--- src/sv/sps_pkg.sv ---
// Shared types, codes and helper functions for the stepper phase sequencer.
`timescale 1ns / 1ps
`default_nettype none

package sps_pkg;

    localparam int OP_W     = 3;
    localparam int PERIOD_W = 24;
    localparam int STATUS_W = 3;
    localparam int COIL_W   = 4;
    localparam int TABLE_W  = 32;
    localparam int COUNT_W  = 4;
    localparam int CFG_IDX_W  = 1;
    localparam int CFG_DATA_W = 32;

    typedef logic [OP_W-1:0]     t_opcode;
    typedef logic [STATUS_W-1:0] t_status;
    typedef logic [COIL_W-1:0]   t_coils;

    localparam t_opcode OP_TICK       = 3'd0;
    localparam t_opcode OP_STOP       = 3'd1;
    localparam t_opcode OP_POWER_DOWN = 3'd2;
    localparam t_opcode OP_MOVE_TO    = 3'd3;
    localparam t_opcode OP_UNHOME     = 3'd4;
    localparam t_opcode OP_HOME_MIN   = 3'd5;
    localparam t_opcode OP_HOME_MAX   = 3'd6;
    localparam t_opcode OP_STATUS     = 3'd7;

    localparam t_status ST_OK          = 3'd0;
    localparam t_status ST_CLAMP_LOW   = 3'd1;
    localparam t_status ST_CLAMP_HIGH  = 3'd2;
    localparam t_status ST_UNHOMED     = 3'd3;
    localparam t_status ST_MAX_NO_MIN  = 3'd4;

    localparam logic [CFG_IDX_W-1:0] CFG_PHASE_TABLE = 1'b0;
    localparam logic [CFG_IDX_W-1:0] CFG_PHASE_COUNT = 1'b1;

    localparam logic [TABLE_W-1:0] PHASE_TABLE_RESET = 32'h98C4_6231;
    localparam logic [COUNT_W-1:0] PHASE_COUNT_RESET = 4'd8;

    // Coil pattern for one phase: nibble idx of the packed table.
    function automatic t_coils phase_pattern(input logic [TABLE_W-1:0] tbl,
                                             input logic [2:0] idx);
        phase_pattern = tbl[{idx, 2'b00} +: COIL_W];
    endfunction

    // Phase count as used: zero counts as one, and it never exceeds the maximum.
    function automatic logic [COUNT_W-1:0] eff_count(input logic [COUNT_W-1:0] cnt,
                                                     input logic [COUNT_W-1:0] max_cnt);
        if (cnt == '0) begin
            eff_count = COUNT_W'(1);
        end else if (cnt > max_cnt) begin
            eff_count = max_cnt;
        end else begin
            eff_count = cnt;
        end
    endfunction

endpackage

`default_nettype wire

--- src/sv/sps_if.sv ---
// Valid/ready channel interfaces for commands and results.
`timescale 1ns / 1ps
`default_nettype none

interface sps_cmd_if #(
    parameter int POS_BITS = 24
) ();
    import sps_pkg::*;

    logic                       valid;
    logic                       ready;
    logic [OP_W-1:0]            opcode;
    logic signed [POS_BITS-1:0] target_position;
    logic [PERIOD_W-1:0]        step_period;

    modport source(output valid, output opcode, output target_position,
                   output step_period, input ready);
    modport sink(input valid, input opcode, input target_position,
                 input step_period, output ready);
endinterface

interface sps_res_if #(
    parameter int POS_BITS = 24
) ();
    import sps_pkg::*;

    logic                       valid;
    logic                       ready;
    logic [COIL_W-1:0]          coils;
    logic [PERIOD_W-1:0]        step_delay;
    logic                       moving;
    logic                       move_began;
    logic                       move_ended;
    logic signed [POS_BITS-1:0] position;
    logic signed [POS_BITS-1:0] target;
    logic                       homed_low;
    logic                       homed_high;
    logic [POS_BITS-2:0]        upper_limit;
    logic [POS_BITS-3:0]        mid_point;
    logic [STATUS_W-1:0]        status;

    modport source(output valid, output coils, output step_delay, output moving,
                   output move_began, output move_ended, output position,
                   output target, output homed_low, output homed_high,
                   output upper_limit, output mid_point, output status,
                   input ready);
    modport sink(input valid, input coils, input step_delay, input moving,
                 input move_began, input move_ended, input position,
                 input target, input homed_low, input homed_high,
                 input upper_limit, input mid_point, input status,
                 output ready);
endinterface

`default_nettype wire

--- src/sv/sps_step.sv ---
// Motor state registers and the single-pass update logic for one command.
`timescale 1ns / 1ps
`default_nettype none

module sps_step #(
    parameter int MAX_PHASES = 8,
    parameter int POS_BITS   = 24
) (
    input  wire                              i_clk,
    input  wire                              i_rst_n,
    input  wire                              i_adv,
    input  wire [sps_pkg::OP_W-1:0]          i_op,
    input  wire signed [POS_BITS-1:0]        i_tgt,
    input  wire [sps_pkg::PERIOD_W-1:0]      i_per,
    input  wire [sps_pkg::TABLE_W-1:0]       i_phase_table,
    input  wire [sps_pkg::COUNT_W-1:0]       i_phase_count,
    output logic [sps_pkg::COIL_W-1:0]       o_coils,
    output logic [sps_pkg::PERIOD_W-1:0]     o_step_delay,
    output logic                             o_moving,
    output logic                             o_move_began,
    output logic                             o_move_ended,
    output logic signed [POS_BITS-1:0]       o_position,
    output logic signed [POS_BITS-1:0]       o_target,
    output logic                             o_homed_low,
    output logic                             o_homed_high,
    output logic [POS_BITS-2:0]              o_upper_limit,
    output logic [POS_BITS-3:0]              o_mid_point,
    output logic [sps_pkg::STATUS_W-1:0]     o_status
);
    import sps_pkg::*;

    localparam int PIW = $clog2(MAX_PHASES);
    localparam logic [COUNT_W-1:0] MAX_CNT = COUNT_W'(MAX_PHASES);

    logic signed [POS_BITS-1:0] r_cur,  n_cur;
    logic signed [POS_BITS-1:0] r_goal, n_goal;
    logic [PERIOD_W-1:0]        r_per_goal, n_per_goal;
    logic [PERIOD_W-1:0]        r_per_now,  n_per_now;
    logic                       r_low_homed,  n_low_homed;
    logic                       r_high_homed, n_high_homed;
    logic [POS_BITS-2:0]        r_max_lim, n_max_lim;
    logic [POS_BITS-3:0]        r_center,  n_center;
    logic [PIW-1:0]             r_phase,   n_phase;
    logic                       r_motion,  n_motion;
    logic [COIL_W-1:0]          r_coils,   n_coils;
    logic                       r_began,   n_began;
    logic                       r_ended,   n_ended;
    t_status                    r_status,  n_status;

    logic [COUNT_W-1:0]         w_cnt;
    logic [COUNT_W-1:0]         w_phase_ext;
    logic signed [POS_BITS-1:0] w_max_signed;

    assign w_cnt        = eff_count(i_phase_count, MAX_CNT);
    assign w_phase_ext  = COUNT_W'(r_phase);
    assign w_max_signed = $signed({1'b0, r_max_lim});

    always_comb begin
        n_cur        = r_cur;
        n_goal       = r_goal;
        n_per_goal   = r_per_goal;
        n_per_now    = r_per_now;
        n_low_homed  = r_low_homed;
        n_high_homed = r_high_homed;
        n_max_lim    = r_max_lim;
        n_center     = r_center;
        n_phase      = r_phase;
        n_motion     = r_motion;
        n_coils      = r_coils;
        n_began      = 1'b0;
        n_ended      = 1'b0;
        n_status     = ST_OK;

        case (i_op)
            OP_TICK: begin
                if (r_motion) begin
                    n_per_now = r_per_goal;
                    if (r_goal < r_cur) begin
                        // Stepping backwards wraps to the last phase in use.
                        if (r_phase == '0 || w_phase_ext >= w_cnt) begin
                            n_phase = PIW'(w_cnt - COUNT_W'(1));
                        end else begin
                            n_phase = r_phase - PIW'(1);
                        end
                        n_cur   = r_cur - POS_BITS'(1);
                        n_coils = phase_pattern(i_phase_table, 3'(n_phase));
                    end else if (r_goal > r_cur) begin
                        if (w_phase_ext + COUNT_W'(1) >= w_cnt) begin
                            n_phase = '0;
                        end else begin
                            n_phase = r_phase + PIW'(1);
                        end
                        n_cur   = r_cur + POS_BITS'(1);
                        n_coils = phase_pattern(i_phase_table, 3'(n_phase));
                    end else begin
                        n_motion = 1'b0;
                        n_coils  = '0;
                        n_ended  = 1'b1;
                    end
                end
            end
            OP_STOP: begin
                n_goal    = r_cur;
                n_per_now = '0;
            end
            OP_POWER_DOWN: begin
                n_coils = '0;
            end
            OP_MOVE_TO: begin
                n_per_goal = i_per;
                n_goal     = i_tgt;
                if (r_low_homed && r_high_homed) begin
                    if (i_tgt < 0) begin
                        n_goal   = '0;
                        n_status = ST_CLAMP_LOW;
                    end else if (i_tgt > w_max_signed) begin
                        n_goal   = w_max_signed;
                        n_status = ST_CLAMP_HIGH;
                    end
                end else begin
                    n_status = ST_UNHOMED;
                end
                n_motion = 1'b1;
                n_began  = 1'b1;
            end
            OP_UNHOME: begin
                n_low_homed  = 1'b0;
                n_high_homed = 1'b0;
                n_max_lim    = '0;
            end
            OP_HOME_MIN: begin
                n_coils     = '0;
                n_ended     = 1'b1;
                n_low_homed = 1'b1;
                n_cur       = '0;
                n_goal      = '0;
            end
            OP_HOME_MAX: begin
                n_coils = '0;
                n_ended = 1'b1;
                if (r_low_homed) begin
                    n_high_homed = 1'b1;
                    // A negative position saturates the limit at zero.
                    n_max_lim    = r_cur[POS_BITS-1] ? '0 : r_cur[POS_BITS-2:0];
                    n_center     = n_max_lim[POS_BITS-2:1];
                    n_goal       = '0;
                end else begin
                    n_status = ST_MAX_NO_MIN;
                end
            end
            OP_STATUS: begin
            end
            default: begin
            end
        endcase
    end

    always_ff @(posedge i_clk) begin
        if (!i_rst_n) begin
            r_cur        <= '0;
            r_goal       <= '0;
            r_per_goal   <= '0;
            r_per_now    <= '0;
            r_low_homed  <= 1'b0;
            r_high_homed <= 1'b0;
            r_max_lim    <= '0;
            r_center     <= '0;
            r_phase      <= '0;
            r_motion     <= 1'b0;
            r_coils      <= '0;
            r_began      <= 1'b0;
            r_ended      <= 1'b0;
            r_status     <= ST_OK;
        end else if (i_adv) begin
            r_cur        <= n_cur;
            r_goal       <= n_goal;
            r_per_goal   <= n_per_goal;
            r_per_now    <= n_per_now;
            r_low_homed  <= n_low_homed;
            r_high_homed <= n_high_homed;
            r_max_lim    <= n_max_lim;
            r_center     <= n_center;
            r_phase      <= n_phase;
            r_motion     <= n_motion;
            r_coils      <= n_coils;
            r_began      <= n_began;
            r_ended      <= n_ended;
            r_status     <= n_status;
        end
    end

    // The state registers double as the result register: they only change
    // when a transaction is handed on, so a stalled result holds.
    assign o_coils       = r_coils;
    assign o_step_delay  = r_motion ? r_per_now : '0;
    assign o_moving      = r_motion;
    assign o_move_began  = r_began;
    assign o_move_ended  = r_ended;
    assign o_position    = r_cur;
    assign o_target      = r_goal;
    assign o_homed_low   = r_low_homed;
    assign o_homed_high  = r_high_homed;
    assign o_upper_limit = r_max_lim;
    assign o_mid_point   = r_center;
    assign o_status      = r_status;

endmodule

`default_nettype wire

--- src/sv/stepper_phase_sequencer_homing.sv ---
// Top level of the stepper phase sequencer with homing.
//
//  Port      Dir  Handshake     Carries
//  i_cmd     in   valid/ready   opcode, target_position, step_period
//  o_res     out  valid/ready   coils, step delay, motion flags, position, homing status
//  i_cfg_*   in   write enable  phase_table (index 0), phase_count (index 1)
//
// Each command passes an input register and then the update logic into the
// state/result registers, and while the output is not stalled one transaction
// is taken every cycle. Reset clears all state and loads the default phase
// table and count. A stall at the output holds the result and lets one more
// command wait in the input register before ready falls.
`timescale 1ns / 1ps
`default_nettype none

module stepper_phase_sequencer_homing #(
    parameter int MAX_PHASES = 8,
    parameter int POS_BITS   = 24
) (
    input  wire                                i_clk,
    input  wire                                i_rst_n,
    input  wire                                i_cfg_we,
    input  wire [sps_pkg::CFG_IDX_W-1:0]       i_cfg_idx,
    input  wire [sps_pkg::CFG_DATA_W-1:0]      i_cfg_data,
    sps_cmd_if.sink                            i_cmd,
    sps_res_if.source                          o_res
);
    import sps_pkg::*;

    logic                       r_in_vld;
    t_opcode                    r_op;
    logic signed [POS_BITS-1:0] r_tgt;
    logic [PERIOD_W-1:0]        r_per;
    logic                       r_res_vld;
    logic [TABLE_W-1:0]         r_phase_table;
    logic [COUNT_W-1:0]         r_phase_count;
    logic                       w_adv;
    logic                       w_take;

    assign w_adv       = r_in_vld && (!r_res_vld || o_res.ready);
    assign i_cmd.ready = !r_in_vld || w_adv;
    assign w_take      = i_cmd.valid && i_cmd.ready;

    always_ff @(posedge i_clk) begin
        if (!i_rst_n) begin
            r_in_vld  <= 1'b0;
            r_res_vld <= 1'b0;
        end else begin
            if (w_take) begin
                r_in_vld <= 1'b1;
            end else if (w_adv) begin
                r_in_vld <= 1'b0;
            end
            if (w_adv) begin
                r_res_vld <= 1'b1;
            end else if (o_res.ready) begin
                r_res_vld <= 1'b0;
            end
        end
    end

    always_ff @(posedge i_clk) begin
        if (w_take) begin
            r_op  <= i_cmd.opcode;
            r_tgt <= i_cmd.target_position;
            r_per <= i_cmd.step_period;
        end
    end

    always_ff @(posedge i_clk) begin
        if (!i_rst_n) begin
            r_phase_table <= PHASE_TABLE_RESET;
            r_phase_count <= PHASE_COUNT_RESET;
        end else if (i_cfg_we) begin
            case (i_cfg_idx)
                CFG_PHASE_TABLE: r_phase_table <= i_cfg_data;
                CFG_PHASE_COUNT: r_phase_count <= i_cfg_data[COUNT_W-1:0];
                default: begin
                end
            endcase
        end
    end

    sps_step #(
        .MAX_PHASES (MAX_PHASES),
        .POS_BITS   (POS_BITS)
    ) u_step (
        .i_clk         (i_clk),
        .i_rst_n       (i_rst_n),
        .i_adv         (w_adv),
        .i_op          (r_op),
        .i_tgt         (r_tgt),
        .i_per         (r_per),
        .i_phase_table (r_phase_table),
        .i_phase_count (r_phase_count),
        .o_coils       (o_res.coils),
        .o_step_delay  (o_res.step_delay),
        .o_moving      (o_res.moving),
        .o_move_began  (o_res.move_began),
        .o_move_ended  (o_res.move_ended),
        .o_position    (o_res.position),
        .o_target      (o_res.target),
        .o_homed_low   (o_res.homed_low),
        .o_homed_high  (o_res.homed_high),
        .o_upper_limit (o_res.upper_limit),
        .o_mid_point   (o_res.mid_point),
        .o_status      (o_res.status)
    );

    assign o_res.valid = r_res_vld;

endmodule

`default_nettype wire

--- src/flat_wrapper.sv ---
// flat-port wrapper written by rule: the top's interface ports become plain ports
module stepper_phase_sequencer_homing_flat import sps_pkg::*;
#(
    parameter int MAX_PHASES = 8,
    parameter int POS_BITS   = 24
)
  (i_clk, i_rst_n, i_cfg_we, i_cfg_idx, i_cfg_data, i_cmd_valid, i_cmd_opcode, i_cmd_target_position, i_cmd_step_period, i_cmd_ready, o_res_valid, o_res_coils, o_res_step_delay, o_res_moving, o_res_move_began, o_res_move_ended, o_res_position, o_res_target, o_res_homed_low, o_res_homed_high, o_res_upper_limit, o_res_mid_point, o_res_status, o_res_ready);
  sps_cmd_if #(.POS_BITS(POS_BITS)) i_cmd_i ();
  sps_res_if #(.POS_BITS(POS_BITS)) o_res_i ();
  input  wire i_clk;
  input  wire i_rst_n;
  input  wire i_cfg_we;
  input  wire [sps_pkg::CFG_IDX_W-1:0] i_cfg_idx;
  input  wire [sps_pkg::CFG_DATA_W-1:0] i_cfg_data;
  input wire logic [$bits(i_cmd_i.valid)-1:0] i_cmd_valid;
  input wire logic [$bits(i_cmd_i.opcode)-1:0] i_cmd_opcode;
  input wire logic [$bits(i_cmd_i.target_position)-1:0] i_cmd_target_position;
  input wire logic [$bits(i_cmd_i.step_period)-1:0] i_cmd_step_period;
  output wire logic [$bits(i_cmd_i.ready)-1:0] i_cmd_ready;
  output wire logic [$bits(o_res_i.valid)-1:0] o_res_valid;
  output wire logic [$bits(o_res_i.coils)-1:0] o_res_coils;
  output wire logic [$bits(o_res_i.step_delay)-1:0] o_res_step_delay;
  output wire logic [$bits(o_res_i.moving)-1:0] o_res_moving;
  output wire logic [$bits(o_res_i.move_began)-1:0] o_res_move_began;
  output wire logic [$bits(o_res_i.move_ended)-1:0] o_res_move_ended;
  output wire logic [$bits(o_res_i.position)-1:0] o_res_position;
  output wire logic [$bits(o_res_i.target)-1:0] o_res_target;
  output wire logic [$bits(o_res_i.homed_low)-1:0] o_res_homed_low;
  output wire logic [$bits(o_res_i.homed_high)-1:0] o_res_homed_high;
  output wire logic [$bits(o_res_i.upper_limit)-1:0] o_res_upper_limit;
  output wire logic [$bits(o_res_i.mid_point)-1:0] o_res_mid_point;
  output wire logic [$bits(o_res_i.status)-1:0] o_res_status;
  input wire logic [$bits(o_res_i.ready)-1:0] o_res_ready;
  assign i_cmd_i.valid = i_cmd_valid;
  assign i_cmd_i.opcode = i_cmd_opcode;
  assign i_cmd_i.target_position = i_cmd_target_position;
  assign i_cmd_i.step_period = i_cmd_step_period;
  assign i_cmd_ready = i_cmd_i.ready;
  assign o_res_valid = o_res_i.valid;
  assign o_res_coils = o_res_i.coils;
  assign o_res_step_delay = o_res_i.step_delay;
  assign o_res_moving = o_res_i.moving;
  assign o_res_move_began = o_res_i.move_began;
  assign o_res_move_ended = o_res_i.move_ended;
  assign o_res_position = o_res_i.position;
  assign o_res_target = o_res_i.target;
  assign o_res_homed_low = o_res_i.homed_low;
  assign o_res_homed_high = o_res_i.homed_high;
  assign o_res_upper_limit = o_res_i.upper_limit;
  assign o_res_mid_point = o_res_i.mid_point;
  assign o_res_status = o_res_i.status;
  assign o_res_i.ready = o_res_ready;
  stepper_phase_sequencer_homing #(.MAX_PHASES(MAX_PHASES), .POS_BITS(POS_BITS)) u_core (.i_clk(i_clk), .i_rst_n(i_rst_n), .i_cfg_we(i_cfg_we), .i_cfg_idx(i_cfg_idx), .i_cfg_data(i_cfg_data), .i_cmd(i_cmd_i), .o_res(o_res_i));
endmodule
--- config.mk ---
export PLATFORM = sky130hd
export DESIGN_NAME = stepper_phase_sequencer_homing_flat
export DESIGN_NICKNAME = d
export VERILOG_FILES = /design/src/sv/sps_pkg.sv /design/src/sv/sps_if.sv /design/src/sv/sps_step.sv /design/src/sv/stepper_phase_sequencer_homing.sv /design/src/flat_wrapper.sv
export SDC_FILE = /design/constraint.sdc
export NUM_CORES = 1
export LEC_CHECK = 0
export ABC_AREA = 1
export ABC_CLOCK_PERIOD_IN_PS = 10400
export BUFFER_PORTS_ARGS = -buffer_cell sky130_fd_sc_hd__buf_2
export CAP_MARGIN = 15
export CORE_UTILIZATION = 45
export CTS_CLUSTER_DIAMETER = 40
export DETAILED_ROUTE_END_ITERATION = 16
export HOLD_SLACK_MARGIN = 0.15
export PLACE_DENSITY_LB_ADDON = 0.12
export SYNTH_ARGS = -nofsm -noshare
export SYNTH_HDL_FRONTEND = slang
export SYNTH_SLANG_ARGS = --single-unit
--- constraint.sdc ---
create_clock -name i_clk -period 10.4 [get_ports i_clk]
set_input_delay 1.04 -clock i_clk [delete_from_list [all_inputs] [get_ports i_clk]]
set_output_delay 1.04 -clock i_clk [all_outputs]
set_load 0.1 [all_outputs]
After elaboration in Yosys (flattened, before gate mapping)
Index checks and enable logic that the tools add are counted.
- input bits: 89
- bits in registers: 245
- equal/unequal tests: 9
- bitwise gates (word level): 1
- magnitude comparators: 7
- shift operators: 2
- multiplexer cells: 53
- $add $sub $neg: 6
- reductions and logical operators: 35
- operators with widths (cell ; number):
    two-way mux 24 bit ; 9
    case mux 24 bit (2 select lines) ; 2
    case mux 24 bit (4 select lines) ; 1
    variable part select 32 x 6 -> 4 bit ; 2
    greater-than comparator 24 bit ; 2
    two-way mux 23 bit ; 2
    case mux 23 bit (2 select lines) ; 1
    two-way mux 3 bit ; 13
    adder 24 x 2 -> 24 bit, second input constant ; 1
    less-than comparator 24 x 1 -> 1 bit, second input constant ; 1
    less-than comparator 24 bit ; 1
    subtractor 24 x 2 -> 24 bit, second input constant ; 1
    two-way mux 4 bit ; 5
    nonzero test 2 bit ; 9
    AND reduction 3 bit ; 5
    two-way mux 1 bit ; 12
    AND reduction 2 bit ; 5
    equality test 3 bit, second input constant ; 3
    case mux 1 bit (2 select lines) ; 4
    case mux 4 bit (2 select lines) ; 1
    AND reduction 4 bit ; 2
    equality test 3 x 2 -> 1 bit, second input constant ; 2
    zero test 3 bit ; 2
    case mux 3 bit (2 select lines) ; 1
    other kinds (18) ; 26

Depth between registers and ports, before layout
- depth after elaboration: 14
- gate-level depth with buffers: 27
- depth with buffers taken out: 27

Modules after synthesis
From an unflattened synthesis, not the netlist that was laid out.
- cells, all modules: 1873
- area, all modules: 13286.5 um2
- modules (own cells, without submodules) (module ; seq. area each (um2) ; times used ; area an instance (um2) ; cells each):
    sps_step ; 3123.0 ; 1 ; 10226.1 ; 1605
    stepper_phase_sequencer_homing ; 2292.2 ; 1 ; 3060.4 ; 268

Worst setup path after synthesis
Ideal clock, no wire load.
- path type: register to register
- start point: register u_core.u_step.r_cur[23] (netlist: u_core.u_step.o_position[23])
- end point: register u_core.u_step.r_cur[16] (netlist: u_core.u_step.o_position[16])
- path slack: 5.898 ns
- required time: 10.264 ns
- path buffers: 1
- data arrival time: 4.365 ns
- cell stages (with the launch flop): 20
- cell sequence: dfxtp_1 inv_2 clkbuf_1 ha_1 nand4_2 nor3_1 nand2_1 nand4_1 nand2_4 inv_1 ha_1 a21oi_1 o21ai_0 a21oi_1 o21bai_1 nand3_1 nand2_1 or2_2 nand3_1 a21oi_2
- longest elaborated chain between the ends: 4
- elaborated cells on any way between the ends: 7
- classes of those cells: 2 x order compare; 1 x eq/ne; 3 x mux; 1 x reduce/logical
- ends and longest elaborated chain (what ; line ; source):
    from (decl) ; sps_step.sv:35 ; logic signed [POS_BITS-1:0] r_cur, n_cur;
    from (signal assigned) ; sps_step.sv:175 ; r_cur <= n_cur;
    less-than comparator 24 bit ; sps_step.sv:78 ; if (r_goal < r_cur) begin
    two-way mux 24 bit ; sps_step.sv:78 ;
    two-way mux 24 bit ; sps_step.sv:76 ; if (r_motion) begin
    case mux 24 bit (2 select lines) ; sps_step.sv:74 ; case (i_op)
Several ways; a longest one is shown, not always the timed one. The select of a mux whose other input is x is not followed.
A chain may end at the register's enable or synchronous reset.

Worst setup path after layout
Ends and elaborated chain as after synthesis.

==> out/qor.yml <==
cts_setup_buffers: 0
synth_top_area_share_pct: 29.92
setup_tns_ns: 0
path_cells: "inv_2, ha_1, a21oi_1, o21ai_0, nor2_1, nand3_1, nand2_1, nand2_4, inv_1, ha_1, a21oi_1, o21ai_0, a21oi_1, o21bai_1, nand3_1, nand2_1, or2_2, nand3_1, a21oi_2"
yosys-top-cells-area: "dfxtp_1 (30%), nand2_1 (14%), edfxtp_1 (12%)"
start_util_pct: 46.21
period_needed_ns: 4.479
placedCellCount: 2297
hold_path_end: "u_core.u_step.r_per_now[8]"
finalSetupViolations: 0
fp.dieW_um: 171.8
wl_per_cell_um: 16.15
viasPerCell: 5.253
clock_latency_ns: 0.54
status: "complete, no violations"
io_pins: 220
cts_resized: 0
hold_slack_ns: 0.4582
maxCapViolCount: 0
wl_um: 38360
ys_top_cells_by_count: "nand2_1 (467), a21oi_1 (197), dfxtp_1 (194)"
yosysWarnings: 0
cp.required_ns: 10.77
synth_flop_cell: "dfxtp_1"
powerDensity_mw_per_mm2: 185.9
tightestPinTransition_ns: 1.031
clkSinkCount: 245
grt_first_pass_wirelength_um: 60930
dr.pass1.iters: 5
syn-instance-count: 1769
synth_seq_area_share_pct: 41.72
area.growth.synth_to_final_pct: 22.11
synth_top_area_cell: "dfxtp_1"
layout-drive-gt1-share_pct: 18.48
path_clk_slew_ns: 0.05
clockBufferDepth: 3
power_leakage_nw: 7.419
r2r_slack_ns: 5.92
grt_pass1_vias: 11420
num_rows: 61
antenna_found_initial: 1
rr_worst_depth: 19
relSlewSlack_pct: 31.21
min_path_cells: 2
layout.nets: 2133
fin_cells: 2375
syn_avg_cell_area_um2: 7.337
gp_congestion: 1.019
port_buffers: 219
fp.dieArea_mm2: 0.02953
grt_overflow: 0
synth-seq-cells: 245
r2r_start: "u_core.u_step.o_position[23]"
path_class: "reg -> reg"
rsz0062_at_grt: "false"
multi_input_area_mm2: 0.006497
die_h_um: 171.8
holdBufCountCts: 0
ff_latch_area_mm2: 0.005415
synth_cell_type_count: 40
cts_max_level: 2
ant_nets: 0
syn_nets: 1938
core_mm2: 0.02809
clockRootBuffer: "clkbuf_16"
slowest_stage: "inv_1"
ys_async_sr_fraction_pct: 0
min-delay-start: "u_core.u_step.r_per_now[8]"
stdcell_area_mm2: 0.01585
max_clock_freq_mhz: 223.3
grt.total_usage_pct: 26.15
synth-edff-count: 51
path_buf_inv: 2
fill_cells: 2752
cts_made_buffers: 41
worstPathArrival_ns: 4.85
post-dp-hpwl_um: 27530
grt_max_degree: 92
synth_most_common_cell: "nand2_1"
worst_path_largest_cell_delay_ns: 0.70
drc: 0
placed_cell_area_mm2: 0.01428
drt_iter0_drc: 912
start_kind: "flop"
finalCritPeriodShare_pct: 43.07
diodes: 0
path_max_fanout: 26
power_mw: 2.946
maxSlewViolCount: 0
crit_family: "compound AO/OA/AOI/OAI gates"
endpoint_kind: "flop"
clock_skew_ns: 0.02662
ir_drop_mv: 0.1169
vias: 12480
rr_endpoint: "u_core.u_step.o_position[16]"
min_path_type: "reg -> reg"
syn_area_mm2: 0.01298
cts_tree: "done"
final_hold_viol_count: 0
-- area by class of cell --
class                           count  share of cell area [%]
Tap cell                          378                   2.984
Clock inverter                     29                   2.874
Timing Repair Buffer              230                   7.564
Inverter                          194                   4.603
Multi-Input combinational cell   1252                   41.00
Sequential cell                   245                   34.17
Clock buffer                       47                   6.806
-- report_power, final --
group          switching (mW)  internal, mW  leakage (nW)  total (mW)
Sequential             0.0211          1.00          2.07        1.02
Clock                   0.501          1.00         0.741        1.51
Combinational           0.290         0.128          4.61       0.417
Total                   0.812          2.13          7.42        2.95
-- sequential cells by signal, indices dropped and copies added, names as in the netlist --
| register | flops |
|---|---|
| u_core.u_step.o_move_ended | 1 |
| u_core.r_tgt | 24 |
| u_core.u_step.o_coils | 4 |
| u_core.u_step.o_status | 3 |
| u_core.r_op | 3 |
| u_core.u_step.o_moving | 1 |
| u_core.u_step.o_upper_limit | 23 |
| u_core.u_step.o_position | 24 |
| u_core.u_step.o_target | 24 |
| u_core.r_phase_count | 4 |
| u_core.u_step.r_per_goal | 24 |
| u_core.u_step.r_phase | 3 |
| u_core.u_step.o_move_began | 1 |
| u_core.u_step.o_homed_high | 1 |
| u_core.u_step.r_per_now | 24 |
| u_core.r_per | 24 |
| u_core.r_phase_table | 32 |
| u_core.u_step.o_homed_low | 1 |
| u_core.r_in_vld | 1 |
| u_core.o_res.valid | 1 |
| u_core.u_step.o_mid_point | 22 |
-- worst max path at each step --
stage	slack, ns	start	end	cells after the start
2_1_floorplan	5.90	u_core.u_step.o_position[23]	u_core.u_step.o_position[16]	19
3_3_place_gp	6.10	u_core.u_step.o_position[23]	u_core.u_step.o_position[13]	17
3_5_place_dp	5.99	u_core.u_step.o_position[23]	u_core.u_step.o_position[16]	19
4_1_cts	5.96	u_core.u_step.o_position[23]	u_core.u_step.o_position[16]	18
5_1_grt	5.48	u_core.u_step.o_position[23]	u_core.u_step.o_position[16]	18
6_report	5.92	u_core.u_step.o_position[23]	u_core.u_step.o_position[16]	19
-- metal layers --
metal  vias to the layer above  routed length [µm]  GRT usage, %
met5                         -                  13             0
met4                         2                 846         7.387
met3                        69                2603         4.188
met2                       426               16820         39.83
met1                      5724               18070         37.92
li1                       6255                   -             -
-- kinds of logic after synthesis --
| family | count (synthesis) | synth area share, % |
|---|---|---|
| and+or+nand+nor | 799 | 26.17 |
| AOI/OAI and AO/OA | 360 | 15.19 |
| buffers and inverters | 272 | 8.262 |
| DFF | 245 | 41.72 |
| adders and majority gates | 80 | 7.770 |
| xor gates and xnor gates | 13 | 0.8773 |
-- through the flow --
step	utilization (%)	setup WS [ns]
after CTS	56.30	5.957
after global placement	50.84	6.102
final	56.42	5.921
after detailed placement	50.84	5.990
after floorplan	-	5.898
after global routing	56.42	5.476
-- cells in the final DEF, fill, tap and decap left out, types with 4 or more instances in the layout --
cell,count
xor2_1,8
inv_6,7
nand2_2,24
nor3_1,11
clkinvlp_4,4
o21bai_1,7
buf_2,219
o21ai_0,101
buf_4,9
nand4_1,36
a21oi_1,196
xnor2_1,5
or2_2,7
clkinv_1,5
dfxtp_1,194
o211ai_1,16
clkbuf_16,41
a21oi_2,22
nand3_1,129
inv_1,183
clkinv_2,5
inv_2,6
bufinv_16,10
a31oi_1,6
nor2_1,114
nand2_1,467
ha_1,79
edfxtp_1,51
-- tightest hold or removal path, cell delays in order, from the launching register on --
cell and delay [ns]:
dfxtp_1 0.30, nand2_1 0.06, a21oi_1 0.05
Power figures use the tool's default switching activity.
